**config.mk**
```make
export PLATFORM = sky130hd
export DESIGN_NAME = framed_packet_receiver_dual_check
export DESIGN_NICKNAME = d
export VERILOG_FILES = /design/src/hdl/frpdc_pkg.sv /design/src/hdl/framed_packet_receiver_dual_check.sv /design/src/hdl/frpdc_ram.sv /design/src/hdl/frpdc_front.sv /design/src/hdl/frpdc_desc_fifo.sv /design/src/hdl/frpdc_back.sv
export VERILOG_INCLUDE_DIRS = /design/src /design/src/hdl
export SDC_FILE = /design/constraint.sdc
export NUM_CORES = 2
export LEC_CHECK = 0
export ABC_AREA = 0
export BUFFER_PORTS_ARGS = -buffer_cell sky130_fd_sc_hd__buf_4
export CORE_MARGIN = 5
export CORE_UTILIZATION = 57
export CTS_CLUSTER_DIAMETER = 80
export DETAILED_ROUTE_END_ITERATION = 7
export GPL_TIMING_DRIVEN = 0
export HOLD_SLACK_MARGIN = 0.02
export PLACE_DENSITY_LB_ADDON = 0.25
export SYNTH_ARGS = -nofsm -noshare
export SYNTH_HDL_FRONTEND = slang
export SYNTH_SLANG_ARGS = --single-unit
```
**constraint.sdc**
```tcl
create_clock -name clock -period 3.1 [get_ports clock]
set_input_delay 0.465 -clock clock [delete_from_list [all_inputs] [get_ports clock]]
set_output_delay 0.465 -clock clock [all_outputs]
set_load 0.01 [all_outputs]
```
**src/hdl/assert_macros.svh**
```systemverilog
// Assertion macros shared by the receiver RTL.
`ifndef ASSERT_MACROS_SVH
`define ASSERT_MACROS_SVH

// Condition holds at every clock edge outside reset.
`define FRPDC_ASSERT(label, clk, rst, expr) \
   label: assert property (@(posedge clk) disable iff (rst) (expr)) \
      else $error("assertion failed: %m");

// Antecedent implies consequent in the same cycle.
`define FRPDC_ASSERT_IMPL(label, clk, rst, ante, cons) \
   label: assert property (@(posedge clk) disable iff (rst) (ante) |-> (cons)) \
      else $error("assertion failed: %m");

// Antecedent implies consequent in the next cycle.
`define FRPDC_ASSERT_NEXT(label, clk, rst, ante, cons) \
   label: assert property (@(posedge clk) disable iff (rst) (ante) |=> (cons)) \
      else $error("assertion failed: %m");

`endif

```
**src/hdl/frpdc_pkg.sv**
```systemverilog
// Package: phase codes, register indexes, frame descriptor and CRC-8 helper.
`default_nettype none

package frpdc_pkg;

   localparam logic [7:0] CONFIG_INDEX = 8'hFF;
   localparam logic [7:0] CRC_POLY     = 8'hD5;

   localparam logic CSR_FIRST_HDR  = 1'b0;
   localparam logic CSR_SECOND_HDR = 1'b1;

   typedef enum logic [2:0] {
      PH_HEAD0   = 3'd0,
      PH_HEAD1   = 3'd1,
      PH_INDEX   = 3'd2,
      PH_LENGTH  = 3'd3,
      PH_PAYLOAD = 3'd4,
      PH_XOR     = 3'd5,
      PH_CRC     = 3'd6
   } phase_type;

   typedef enum logic {
      BK_FETCH = 1'b0,
      BK_SHOW  = 1'b1
   } back_state_type;

   // One accepted frame waiting for readout.
   typedef struct packed {
      logic       bank;
      logic       kind;
      logic [7:0] index;
      logic [7:0] last_pos;
   } desc_type;

   typedef struct packed {
      logic full;
      logic empty;
   } fifo_status_type;

   function automatic logic [7:0] crc8_byte(input logic [7:0] crc, input logic [7:0] b);
      logic [7:0] c;
      c = crc ^ b;
      for (int i = 0; i < 8; i++) begin
         if (c[7]) begin
            c = {c[6:0], 1'b0} ^ CRC_POLY;
         end else begin
            c = {c[6:0], 1'b0};
         end
      end
      return c;
   endfunction

endpackage

`default_nettype wire

```
**src/hdl/framed_packet_receiver_dual_check.sv**
```systemverilog
// Framed packet receiver with XOR and CRC-8 checks: top level.
//
// Input channel req_*: one received byte per transaction (valid/ready).
// Output channel rsp_*: one buffered byte per transaction, the length byte
// first at position 0, then the payload, rsp_last on the final byte.
// Configuration csr_*: csr_index 0 sets the first header byte (reset 0x55),
// index 1 the second (reset 0xAA); write only while the block is idle.
// Input takes one byte per cycle while req_ready is high. The front end
// fills one of two frame buffers in RAM; a frame that passes both checks
// is queued; the readout issues the RAM read as the queue turns non-empty
// and the first byte appears on rsp from the registered read.
// Readout then gives one byte per cycle while rsp_ready is high, a frame of
// length L taking L+1 transactions and a pass through the fetch state
// before the next frame, overlapping with reception of the next frame.
// If rsp stalls, up to two checked frames wait in the buffers; req_ready
// then drops only when a third frame reaches its length byte.
// Synchronous reset clears parser, queue and readout state; buffer contents
// are not cleared and need not be.
`default_nettype none
`include "assert_macros.svh"

module framed_packet_receiver_dual_check #(
   parameter int PAYLOAD_LIMIT = 64
) (
   input  wire         clock,
   input  wire         reset,
   input  wire         csr_we,
   input  wire         csr_index,
   input  wire [7:0]   csr_wdata,
   input  wire         req_valid,
   output logic        req_ready,
   input  wire [7:0]   req_rx_byte,
   output logic        rsp_valid,
   input  wire         rsp_ready,
   output logic        rsp_frame_kind,
   output logic [7:0]  rsp_row_index,
   output logic [5:0]  rsp_byte_pos,
   output logic [7:0]  rsp_data_byte,
   output logic        rsp_last
);

   import frpdc_pkg::*;

   localparam int ADDR_W = $clog2(2 * PAYLOAD_LIMIT);

   logic              push, pop;
   desc_type          push_desc, head;
   fifo_status_type   fifo_status;
   logic              ram_we, rd_en;
   logic [ADDR_W-1:0] ram_waddr, rd_addr;
   logic [7:0]        ram_wdata, rd_data;
   logic              wr_bank;

   assign wr_bank = ram_waddr[ADDR_W-1];

   frpdc_front #(.PAYLOAD_LIMIT(PAYLOAD_LIMIT)) u_front (
      .clock       (clock),
      .reset       (reset),
      .csr_we      (csr_we),
      .csr_index   (csr_index),
      .csr_wdata   (csr_wdata),
      .req_valid   (req_valid),
      .req_ready   (req_ready),
      .req_rx_byte (req_rx_byte),
      .fifo_full   (fifo_status.full),
      .push        (push),
      .push_desc   (push_desc),
      .ram_we      (ram_we),
      .ram_waddr   (ram_waddr),
      .ram_wdata   (ram_wdata)
   );

   frpdc_desc_fifo u_fifo (
      .clock     (clock),
      .reset     (reset),
      .push      (push),
      .push_desc (push_desc),
      .pop       (pop),
      .head      (head),
      .status    (fifo_status)
   );

   frpdc_ram #(.WIDTH(8), .DEPTH(2 ** ADDR_W)) u_ram (
      .clock   (clock),
      .wr_en   (ram_we),
      .wr_addr (ram_waddr),
      .wr_data (ram_wdata),
      .rd_en   (rd_en),
      .rd_addr (rd_addr),
      .rd_data (rd_data)
   );

   frpdc_back #(.PAYLOAD_LIMIT(PAYLOAD_LIMIT)) u_back (
      .clock          (clock),
      .reset          (reset),
      .head           (head),
      .fifo_status    (fifo_status),
      .pop            (pop),
      .rd_en          (rd_en),
      .rd_addr        (rd_addr),
      .rd_data        (rd_data),
      .rsp_valid      (rsp_valid),
      .rsp_ready      (rsp_ready),
      .rsp_frame_kind (rsp_frame_kind),
      .rsp_row_index  (rsp_row_index),
      .rsp_byte_pos   (rsp_byte_pos),
      .rsp_data_byte  (rsp_data_byte),
      .rsp_last       (rsp_last)
   );

   `FRPDC_ASSERT(a_no_push_when_full, clock, reset, !(push && fifo_status.full))
   `FRPDC_ASSERT_IMPL(a_valid_has_frame, clock, reset, rsp_valid, !fifo_status.empty)
   `FRPDC_ASSERT_IMPL(a_bank_disjoint, clock, reset, ram_we && rsp_valid, wr_bank != head.bank)
   `FRPDC_ASSERT_NEXT(a_pop_follows_push, clock, reset, push && fifo_status.empty, !fifo_status.empty)

endmodule

`default_nettype wire

```
**src/hdl/frpdc_ram.sv**
```systemverilog
// Generic simple dual-port RAM, one write port, one registered read port.
`default_nettype none

module frpdc_ram #(
   parameter int WIDTH = 8,
   parameter int DEPTH = 128
) (
   input  wire                      clock,
   input  wire                      wr_en,
   input  wire [$clog2(DEPTH)-1:0]  wr_addr,
   input  wire [WIDTH-1:0]          wr_data,
   input  wire                      rd_en,
   input  wire [$clog2(DEPTH)-1:0]  rd_addr,
   output logic [WIDTH-1:0]         rd_data
);

   logic [WIDTH-1:0] mem [DEPTH];

   always_ff @(posedge clock) begin
      if (wr_en) begin
         mem[wr_addr] <= wr_data;
      end
      if (rd_en) begin
         rd_data <= mem[rd_addr];
      end
   end

endmodule

`default_nettype wire

```
**src/hdl/frpdc_front.sv**
```systemverilog
// Front end: header hunt, dual check, frame buffer writes and descriptor push.
`default_nettype none

module frpdc_front #(
   parameter int PAYLOAD_LIMIT = 64
) (
   input  wire                               clock,
   input  wire                               reset,
   input  wire                               csr_we,
   input  wire                               csr_index,
   input  wire [7:0]                         csr_wdata,
   input  wire                               req_valid,
   output logic                              req_ready,
   input  wire [7:0]                         req_rx_byte,
   input  wire                               fifo_full,
   output logic                              push,
   output frpdc_pkg::desc_type               push_desc,
   output logic                              ram_we,
   output logic [$clog2(2*PAYLOAD_LIMIT)-1:0] ram_waddr,
   output logic [7:0]                        ram_wdata
);

   import frpdc_pkg::*;

   localparam int POS_W = $clog2(PAYLOAD_LIMIT);
   localparam int WP_W  = $clog2(PAYLOAD_LIMIT + 1);

   phase_type        phase_ff, phase_in;
   logic [7:0]       rem_ff, rem_in;
   logic [WP_W-1:0]  wp_ff, wp_in;
   logic             kind_ff, kind_in;
   logic [7:0]       idx_ff, idx_in;
   logic [7:0]       xor_ff, xor_in;
   logic [7:0]       crc_ff, crc_in;
   logic             bank_ff, bank_in;
   logic [7:0]       hdr0_ff, hdr1_ff;

   logic             accept;
   logic             wp_room;
   logic [POS_W-1:0] wpos;

   assign accept  = req_valid && req_ready;
   assign wp_room = wp_ff < WP_W'(PAYLOAD_LIMIT);

   always_comb begin
      phase_in = phase_ff;
      rem_in   = rem_ff;
      wp_in    = wp_ff;
      kind_in  = kind_ff;
      idx_in   = idx_ff;
      xor_in   = xor_ff;
      crc_in   = crc_ff;
      bank_in  = bank_ff;
      if (accept) begin
         unique case (phase_ff)
            PH_HEAD0: begin
               xor_in = req_rx_byte;
               crc_in = crc8_byte(8'h00, req_rx_byte);
               if (req_rx_byte == hdr0_ff) begin
                  phase_in = PH_HEAD1;
               end
            end
            PH_HEAD1: begin
               xor_in   = xor_ff ^ req_rx_byte;
               crc_in   = crc8_byte(crc_ff, req_rx_byte);
               phase_in = (req_rx_byte == hdr1_ff) ? PH_INDEX : PH_HEAD0;
            end
            PH_INDEX: begin
               xor_in   = xor_ff ^ req_rx_byte;
               crc_in   = crc8_byte(crc_ff, req_rx_byte);
               idx_in   = req_rx_byte;
               kind_in  = (req_rx_byte == CONFIG_INDEX);
               phase_in = PH_LENGTH;
            end
            PH_LENGTH: begin
               xor_in = xor_ff ^ req_rx_byte;
               crc_in = crc8_byte(crc_ff, req_rx_byte);
               rem_in = req_rx_byte;
               wp_in  = WP_W'(1);
               priority if ({1'b0, req_rx_byte} >= 9'(PAYLOAD_LIMIT)) begin
                  phase_in = PH_HEAD0;
               end else if (req_rx_byte == 8'h00) begin
                  phase_in = PH_XOR;
               end else begin
                  phase_in = PH_PAYLOAD;
               end
            end
            PH_PAYLOAD: begin
               xor_in = xor_ff ^ req_rx_byte;
               crc_in = crc8_byte(crc_ff, req_rx_byte);
               if (wp_room) begin
                  wp_in = wp_ff + WP_W'(1);
               end
               rem_in = rem_ff - 8'd1;
               if (rem_ff <= 8'd1) begin
                  phase_in = PH_XOR;
               end
            end
            PH_XOR: begin
               phase_in = (req_rx_byte == xor_ff) ? PH_CRC : PH_HEAD0;
            end
            PH_CRC: begin
               if (req_rx_byte == crc_ff) begin
                  bank_in = ~bank_ff;
               end
               phase_in = PH_HEAD0;
            end
            default: begin
               phase_in = PH_HEAD0;
            end
         endcase
      end
   end

   always_comb begin
      req_ready = !(fifo_full &&
                    (phase_ff == PH_LENGTH || phase_ff == PH_PAYLOAD || phase_ff == PH_CRC));
      wpos      = (phase_ff == PH_LENGTH) ? '0 : wp_ff[POS_W-1:0];
      ram_we    = accept && (phase_ff == PH_LENGTH || (phase_ff == PH_PAYLOAD && wp_room));
      ram_waddr = {bank_ff, wpos};
      ram_wdata = req_rx_byte;
      push      = accept && (phase_ff == PH_CRC) && (req_rx_byte == crc_ff);
      push_desc.bank     = bank_ff;
      push_desc.kind     = kind_ff;
      push_desc.index    = idx_ff;
      push_desc.last_pos = 8'(wp_ff - WP_W'(1));
   end

   always_ff @(posedge clock) begin
      if (reset) begin
         phase_ff <= PH_HEAD0;
         rem_ff   <= '0;
         wp_ff    <= '0;
         kind_ff  <= 1'b0;
         idx_ff   <= '0;
         xor_ff   <= '0;
         crc_ff   <= '0;
         bank_ff  <= 1'b0;
         hdr0_ff  <= 8'h55;
         hdr1_ff  <= 8'hAA;
      end else begin
         phase_ff <= phase_in;
         rem_ff   <= rem_in;
         wp_ff    <= wp_in;
         kind_ff  <= kind_in;
         idx_ff   <= idx_in;
         xor_ff   <= xor_in;
         crc_ff   <= crc_in;
         bank_ff  <= bank_in;
         if (csr_we) begin
            unique case (csr_index)
               CSR_FIRST_HDR:  hdr0_ff <= csr_wdata;
               CSR_SECOND_HDR: hdr1_ff <= csr_wdata;
               default: ;
            endcase
         end
      end
   end

endmodule

`default_nettype wire

```
**src/hdl/frpdc_desc_fifo.sv**
```systemverilog
// Two-entry descriptor queue between front end and readout.
`default_nettype none

module frpdc_desc_fifo (
   input  wire                           clock,
   input  wire                           reset,
   input  wire                           push,
   input  frpdc_pkg::desc_type           push_desc,
   input  wire                           pop,
   output frpdc_pkg::desc_type           head,
   output frpdc_pkg::fifo_status_type    status
);

   import frpdc_pkg::*;

   desc_type   entry_ff [2];
   logic       wr_ptr_ff, rd_ptr_ff;
   logic [1:0] count_ff, count_in;

   always_comb begin
      count_in = count_ff;
      unique case ({push, pop})
         2'b10:   count_in = count_ff + 2'd1;
         2'b01:   count_in = count_ff - 2'd1;
         default: count_in = count_ff;
      endcase
   end

   assign head         = entry_ff[rd_ptr_ff];
   assign status.full  = (count_ff == 2'd2);
   assign status.empty = (count_ff == 2'd0);

   always_ff @(posedge clock) begin
      if (push) begin
         entry_ff[wr_ptr_ff] <= push_desc;
      end
   end

   always_ff @(posedge clock) begin
      if (reset) begin
         wr_ptr_ff <= 1'b0;
         rd_ptr_ff <= 1'b0;
         count_ff  <= '0;
      end else begin
         count_ff <= count_in;
         if (push) begin
            wr_ptr_ff <= ~wr_ptr_ff;
         end
         if (pop) begin
            rd_ptr_ff <= ~rd_ptr_ff;
         end
      end
   end

endmodule

`default_nettype wire

```
**src/hdl/frpdc_back.sv**
```systemverilog
// Readout: walks a buffered frame out of the RAM, one byte per transaction.
`default_nettype none

module frpdc_back #(
   parameter int PAYLOAD_LIMIT = 64
) (
   input  wire                                clock,
   input  wire                                reset,
   input  frpdc_pkg::desc_type                head,
   input  frpdc_pkg::fifo_status_type         fifo_status,
   output logic                               pop,
   output logic                               rd_en,
   output logic [$clog2(2*PAYLOAD_LIMIT)-1:0] rd_addr,
   input  wire [7:0]                          rd_data,
   output logic                               rsp_valid,
   input  wire                                rsp_ready,
   output logic                               rsp_frame_kind,
   output logic [7:0]                         rsp_row_index,
   output logic [5:0]                         rsp_byte_pos,
   output logic [7:0]                         rsp_data_byte,
   output logic                               rsp_last
);

   import frpdc_pkg::*;

   localparam int POS_W = $clog2(PAYLOAD_LIMIT);

   back_state_type state_ff, state_in;
   logic [7:0]     pos_ff, pos_in;
   logic           accept;
   logic           at_last;
   logic [7:0]     rd_pos;

   assign accept  = rsp_valid && rsp_ready;
   assign at_last = (pos_ff == head.last_pos);

   always_comb begin
      state_in = state_ff;
      pos_in   = pos_ff;
      unique case (state_ff)
         BK_FETCH: begin
            if (!fifo_status.empty) begin
               state_in = BK_SHOW;
            end
         end
         BK_SHOW: begin
            if (accept) begin
               if (at_last) begin
                  state_in = BK_FETCH;
                  pos_in   = '0;
               end else begin
                  pos_in = pos_ff + 8'd1;
               end
            end
         end
         default: state_in = BK_FETCH;
      endcase
   end

   always_comb begin
      rsp_valid = (state_ff == BK_SHOW);
      pop       = accept && at_last;
      rd_en     = ((state_ff == BK_FETCH) && !fifo_status.empty) || (accept && !at_last);
      rd_pos    = (state_ff == BK_SHOW) ? pos_ff + 8'd1 : pos_ff;
      rd_addr   = {head.bank, rd_pos[POS_W-1:0]};
      rsp_frame_kind = head.kind;
      rsp_row_index  = head.index;
      rsp_byte_pos   = pos_ff[5:0];
      rsp_data_byte  = rd_data;
      rsp_last       = at_last;
   end

   always_ff @(posedge clock) begin
      if (reset) begin
         state_ff <= BK_FETCH;
         pos_ff   <= '0;
      end else begin
         state_ff <= state_in;
         pos_ff   <= pos_in;
      end
   end

endmodule

`default_nettype wire

```
== Yosys cells after proc, flatten, opt, wreduce, memory -nomap -nowiden ==
Memories as Yosys holds them, arrays and structs flattened. A register that Yosys moved wholly into a read port is not among the register bits.
Cells that the tools add are included.
Word-level totals
  logic and storage cells: 256
  ROM bits: 0
  memories kept: 2
  output and inout port bits: 26
  memory bits (writable): 1060
  flip-flop bits (word level): 73
  bits in latches: 0
Cells by class
  bitwise gates (word level): 44
  shifts and indexed selects: 0
  reduce and logical (&&, ||, !) cells: 35
  add/subtract/negate cells: 6
  mux-type cells: 133
  div/mod/pow operators: 0
  multiply operators: 0
  equality and inequality tests: 18
  magnitude comparators: 3
Memory list
  u_ram.mem: depth 128, bits a word 8, rd ports 1, clocked after Yosys merged registers in 1, write ports 1, line frpdc_ram.sv:17  | logic [WIDTH-1:0] mem [DEPTH];
  u_fifo.entry_ff: depth 2, bits a word 18, rd ports 1, clocked after Yosys merged registers in 1, write ports 1, line frpdc_desc_fifo.sv:16  | desc_type entry_ff [2];
Operators by type and width (count)
  $mux 8: 108
  $not 5->5: 37
  $eq 8x8->1: 5
  $pmux 8 s5: 1
  $pmux 8 s2: 2
  $pmux 3 s6: 1
  $xor 8x8->8: 2
  $pmux 7 s2: 1
  $reduce_and 2->1: 7
  $mux 3: 4
  $mux 6: 2
  $logic_and 1x1->1: 10
  $mux 1: 10
  $eq 3x3->1 const B: 3
  $reduce_and 3->1: 3
  $add 8x1->8 const B: 1
  $eq 8x8->1 const B: 1
  $ge 8x7->1 const B: 1
  $le 8x1->1 const B: 1
  $logic_not 8->1: 1
  $sub 7x1->8 const B: 1
  $sub 8x1->8 const B: 1
  $add 7x1->7 const B: 1
  $lt 7x7->1 const B: 1
  other kinds (19): 34

== Depth between registers and ports, before layout ==
  word-level depth: 34
  depth in mapped cells: 11
  mapped depth without buffers: 9

== Hierarchy ==
Synthesis repeated with hierarchy kept, for this count alone.
Unflattened totals
  cell total of the unflattened synthesis: 2307
  area, all modules: 46072.9 sq um
Modules (own cells, without submodules)
  frpdc_ram: times used 1, sequential area each 30989.7 sq um, area each 39745.6 sq um, cells an instance 1635
  frpdc_front: times used 1, sequential area each 1201.2 sq um, area each 3917.5 sq um, cells an instance 481
  frpdc_desc_fifo: times used 1, sequential area each 1181.1 sq um, area each 1498.9 sq um, cells an instance 78
  frpdc_back: times used 1, sequential area each 180.2 sq um, area each 910.9 sq um, cells an instance 113

== Worst setup path after synthesis ==
OpenSTA, ideal clock, no wires.
  path type: input port to flip-flop
  start point: input req_rx_byte[7]
  end point: memory u_fifo.entry_ff[0][0] (netlist bit), enable pin
  data arrival time: 2530 ps
  cell stages on the path: 7
  path slack: 178 ps
  path buffers: 1
  cell sequence: clkbuf_1 > xnor2_1 > ha_1 > nand3_1 > nor4_1 > nand3_1 > nor2_1
Between the ends
  longest elaborated chain between the ends: 4
Ends and longest elaborated chain
  from (decl): line framed_packet_receiver_dual_check.sv:32  | input wire [7:0] req_rx_byte,
  $eq 8x8->1: line frpdc_front.sv:122  | push = accept && (phase_ff == PH_CRC) && (req_rx_byte == crc_ff);
  $logic_and 1x1->1: line frpdc_front.sv:122
  $mux 1: line frpdc_desc_fifo.sv:34  | if (push) begin
  $mux 1 (implied by the code): line frpdc_desc_fifo.sv:35  | entry_ff[wr_ptr_ff] <= push_desc;
  to (decl): line frpdc_desc_fifo.sv:16
Every way passes these cells.

== Worst setup path after layout ==
  start point: register u_front.phase_ff[1]
  end point: memory u_ram.mem[121][5], enable pin
Between the ends
  longest elaborated chain between the ends: 9
Ends and longest elaborated chain
  from (decl): line frpdc_front.sv:28  | phase_type phase_ff, phase_in;
  from (signal assigned): line frpdc_front.sv:142  | phase_ff <= phase_in;
  $eq 3x2->1 / $eq 3x3->1 (equally long branches): line frpdc_front.sv:117, frpdc_front.sv:118, frpdc_front.sv:119
  $logic_or 1x1->1 (2 in a row): line frpdc_front.sv:117  | (phase_ff == PH_LENGTH || phase_ff == PH_PAYLOAD || phase_ff == PH_CRC));
  $logic_and 1x1->1: line frpdc_front.sv:116  | req_ready = !(fifo_full &&
  $logic_not 1->1: line frpdc_front.sv:116
  $logic_and 1x1->1: line frpdc_front.sv:42  | assign accept = req_valid && req_ready;
  $logic_and 1x1->1: line frpdc_front.sv:119  | ram_we = accept && (phase_ff == PH_LENGTH || (phase_ff == PH_PAYLOAD && wp_room));
  $mux 1: line frpdc_ram.sv:20  | if (wr_en) begin
  $mux 1 (implied by the code): line frpdc_ram.sv:21  | mem[wr_addr] <= wr_data;
  to (decl): line frpdc_ram.sv:17
Several ways; a longest one is shown, not always the timed one.

==> results_dict.tcl <==
set metrics [dict create \
    cts_tree "built" \
    critPathArrivalTime_ps 3520 \
    dr.pass1.iters 7 \
    seqPwrFrac 0.546 \
    cp_max_fo 10 \
    start_util 0.576 \
    violations "setup timing" \
    hp-class "in2reg" \
    wl_per_cell_um 33.0 \
    finalCritPeriodShare 1.04 \
    ys_seq_area_frac 0.737 \
    pin_count 48 \
    power_w 0.0309 \
    slowest_stage "nor2_1" \
    yosys_register_bits 1142 \
    vias_per_cell 6.74 \
    top_layer_used "met4" \
    worst-path-buf-inv 1 \
    cts-htree-levels 3 \
    setup_slack_ps -129 \
    final.min_clock_period_ps 3230 \
    numCtsBuffers 110 \
    required_ps 3390 \
    power.internal_w 0.0246 \
    syn_area_per_cell_um2 18.6 \
    detail_route.wirelength_um 125000 \
    cp_cell_sequence "and3b_1, clkbuf_1, nor2_1, nand3_1, nor2_1" \
    setup_viol 116 \
    cts_root_buffer "clkbuf_16" \
    hold_viol 0 \
    io_buffers 44 \
    clock_path_buffers 3 \
    maxCapViolCount 0 \
    gp_congestion 1.01 \
    max-slew-margin-rel 0.280 \
    max_freq_ghz 0.310 \
    endpoint_kind "flop" \
    p_clk_frac 0.425 \
    die_y_um 293 \
    p_leak_nw 16.9 \
    tightest_slew_ps 1080 \
    grt_setup_unrepaired "true" \
    antenna_found_initial 0 \
    switchingPower_w 0.00632 \
    finalMaxSlewViolations 0 \
    cpPeakStageDelay_ps 870 \
    outcome "complete, but fails checks" \
    critPathKind "reg2reg" \
    skew_ps 41.4 \
    synth_area_um2 45500 \
    crit_top_cell "nor2_1" \
    whs_path_depth 3 \
    grt_max_degree 140 \
    cellPowerDensity_nw_per_um2 582 \
    grt-ovfl-total 0 \
    sw_frac_of_total 0.204 \
    syn_inst 2442 \
    wl_met1_um 45900 \
    synth.distinct_cells 60 \
    cp.depth 5 \
    area_growth_pct 16.8 \
    detail-route-antenna-nets 0 \
    ys_warn_count 0 \
    dr_wl_met2_um 57800 \
    p_comb_frac 0.028 \
    die_area_um2 85600 \
    async_reset_ff_frac 0 \
    clock_latency_ps 700 \
    drive_gt1_frac 0.298 \
    ff2ff_path_depth 5 \
    hpwlAfterDp_um 79100 \
    start_kind "flop" \
    grt_pass1_wl_um 178000 \
    dp_slack_ps -2090 \
    peakVddDrop_v 0.000550 \
    ys.flop_type "edfxtp_1" \
    die_w_um 293 \
    syn-num-nets 2473 \
    grt_pass1_vias 25217 \
    coreArea_um2 79100 \
    final_nets 2685 \
    via_count 25576 \
    cts.sinks 1142 \
    synth_enable_flop_cells 1068 \
    drcViolationCount 0 \
    clk_pin_slew_ps 60 \
    globalRouteTotalUtil 0.290 \
    drtIter0Drc 3497 \
    cp_top_family "simple AND/OR/NAND/NOR gates" \
    placementRows 103 \
    wl_met3_um 15000 \
]
routing by layer:
| layer | vias up | global-route usage |
|---|---|---|
| li1 | 10274 | - |
| met5 | - | 0 |
| met2 | 1791 | 0.433 |
| met1 | 13182 | 0.403 |
| met4 | 0 | 0.136 |
| met3 | 329 | 0.0823 |
power by group through the flow:
stage	Clock, W	Sequential, W	Combinational, W
floorplan	0	0.0172	0.000467
finish	0.0132	0.0169	0.000876
global placement	0	0.0172	0.000792
detailed placement	0	0.0172	0.000833
CTS	0.0132	0.0169	0.000851
global route	0.0139	0.0169	0.000946
path summary, 6_finish.rpt:
check / end / from / slack, ps
worst min register to register: u_front.rem_ff[3] / u_front.rem_ff[3] / 460
worst max register to register: u_ram.mem[121][5] / u_front.phase_ff[1] / -130
worst max-delay path: u_ram.mem[121][5] / u_front.phase_ff[1] / -130
worst min-delay path: u_front.hdr0_ff[5] / csr_wdata[5] / 60
worst reg2reg max path: cells and delay by family, from the launching register on:
family        cells  cell delay [ps]
simple gates      4             2180
flops             1              370
buf+inv           1              310
cells in the final DEF (no fill, tap or decap), types with 15 or more instances in the layout:
cell,instances
mux4_2,275
xnor2_1,35
buf_4,90
clkinv_2,21
and3_1,15
nand4_1,20
edfxtp_1,1068
nor2_2,30
a22oi_1,25
buf_12,26
nand2_1,147
xor2_1,46
buf_8,19
nor3_1,19
buf_6,24
clkbuf_16,114
a21oi_1,51
nor2_4,80
nand3_1,58
mux2i_1,25
nor2_1,97
clkbuf_1,59
dfxtp_1,71
o21ai_0,38
clkinv_1,24
stage by stage:
step / hold WS, ps / setup TNS, ps / cells / area (um2) / util
finish: 60.8 / -8910 / 3796 / 53200 / 0.672
global placement: 430 / -520400 / 3536 / 47200 / 0.596
global route: 68.8 / -12450 / 3795 / 53200 / 0.672
floorplan: 424 / 0 / 2442 / 45500 / -
detailed placement: 441 / -545520 / 3537 / 47200 / 0.597
CTS: 29.0 / -1930 / 3777 / 52700 / 0.665
cell type report:
cell class                      instances  area (um2)
Buffer                                137        1300
Clock buffer                          141        2920
Inverter                                9        33.8
Tap cell                             1050        1310
Antenna cell                            1        2.50
Timing Repair Buffer                  105        1060
Fill cell                            5042       25900
Multi-Input combinational cell       1149       12400
Sequential cell                      1142       33600
Clock inverter                         62         572
cell usage after synthesis (all sizes together) (3+ instances only):
master | count | area (um2)
nand2b | 3 | 18.8
or3 | 5 | 31.3
a32oi | 8 | 70.1
a211o | 8 | 70.1
a211oi | 8 | 60.1
nand4 | 20 | 125
nor4 | 8 | 50.1
nor4b | 3 | 26.3
o221ai | 5 | 43.8
mux2i | 36 | 360
a311oi | 4 | 35.0
mux2 | 10 | 113
o21ai | 41 | 205
a22oi | 31 | 233
or3b | 4 | 35.0
dfxtp | 74 | 1480
and3 | 15 | 93.8
edfxtp | 1068 | 32100
nand2 | 156 | 586
mux4 | 275 | 6190
nor2b | 12 | 75.1
clkbuf | 69 | 259
a21oi | 53 | 265
o211ai | 6 | 45.0
o32ai | 4 | 35.0
nor2 | 207 | 780
nor3b | 4 | 30.0
nor3 | 20 | 100
nand3 | 63 | 315
inv | 9 | 33.8
a31oi | 16 | 100
buf | 73 | 450
ha | 9 | 113
xor2 | 49 | 429
o21bai | 3 | 22.5
xnor2 | 40 | 358
sequential cells by signal, indices dropped and copies added (netlist names), 2 cells and up, named ones only:
name              cells
u_ram.rd_data         8
u_back.pos_ff         8
u_front.crc_ff        8
u_front.wp_ff         7
u_front.rem_ff        8
u_front.xor_ff        8
u_fifo.count_ff       2
u_front.hdr1_ff       8
u_front.idx_ff        8
u_front.phase_ff      3
u_fifo.entry_ff      36
u_ram.mem          1024
u_front.hdr0_ff       8
logic make-up (layout without fill, tap and decap cells):
logic type	Yosys count	in the layout	synth area share
buffers and inverters	151	454	0.0163
adders and majority gates	9	9	0.00247
muxes	321	321	0.146
and+or+nand+nor	527	527	0.0509
other	0	1	0
DFF	1142	1142	0.737
xor gates and xnor gates	92	92	0.0188
AOI/OAI and AO/OA	200	200	0.0284
what timing repair did:
item                                     CTS  global route
gates cloned                               0             1
resized for setup                        413            86
setup buffers                             34            17
pin swaps                                 23            11
hold buffers                               4             0
endpoints found under the setup margin  1049           697
endpoints found under the hold margin      4             0
Note: power is estimated with default switching activity, not from simulation.
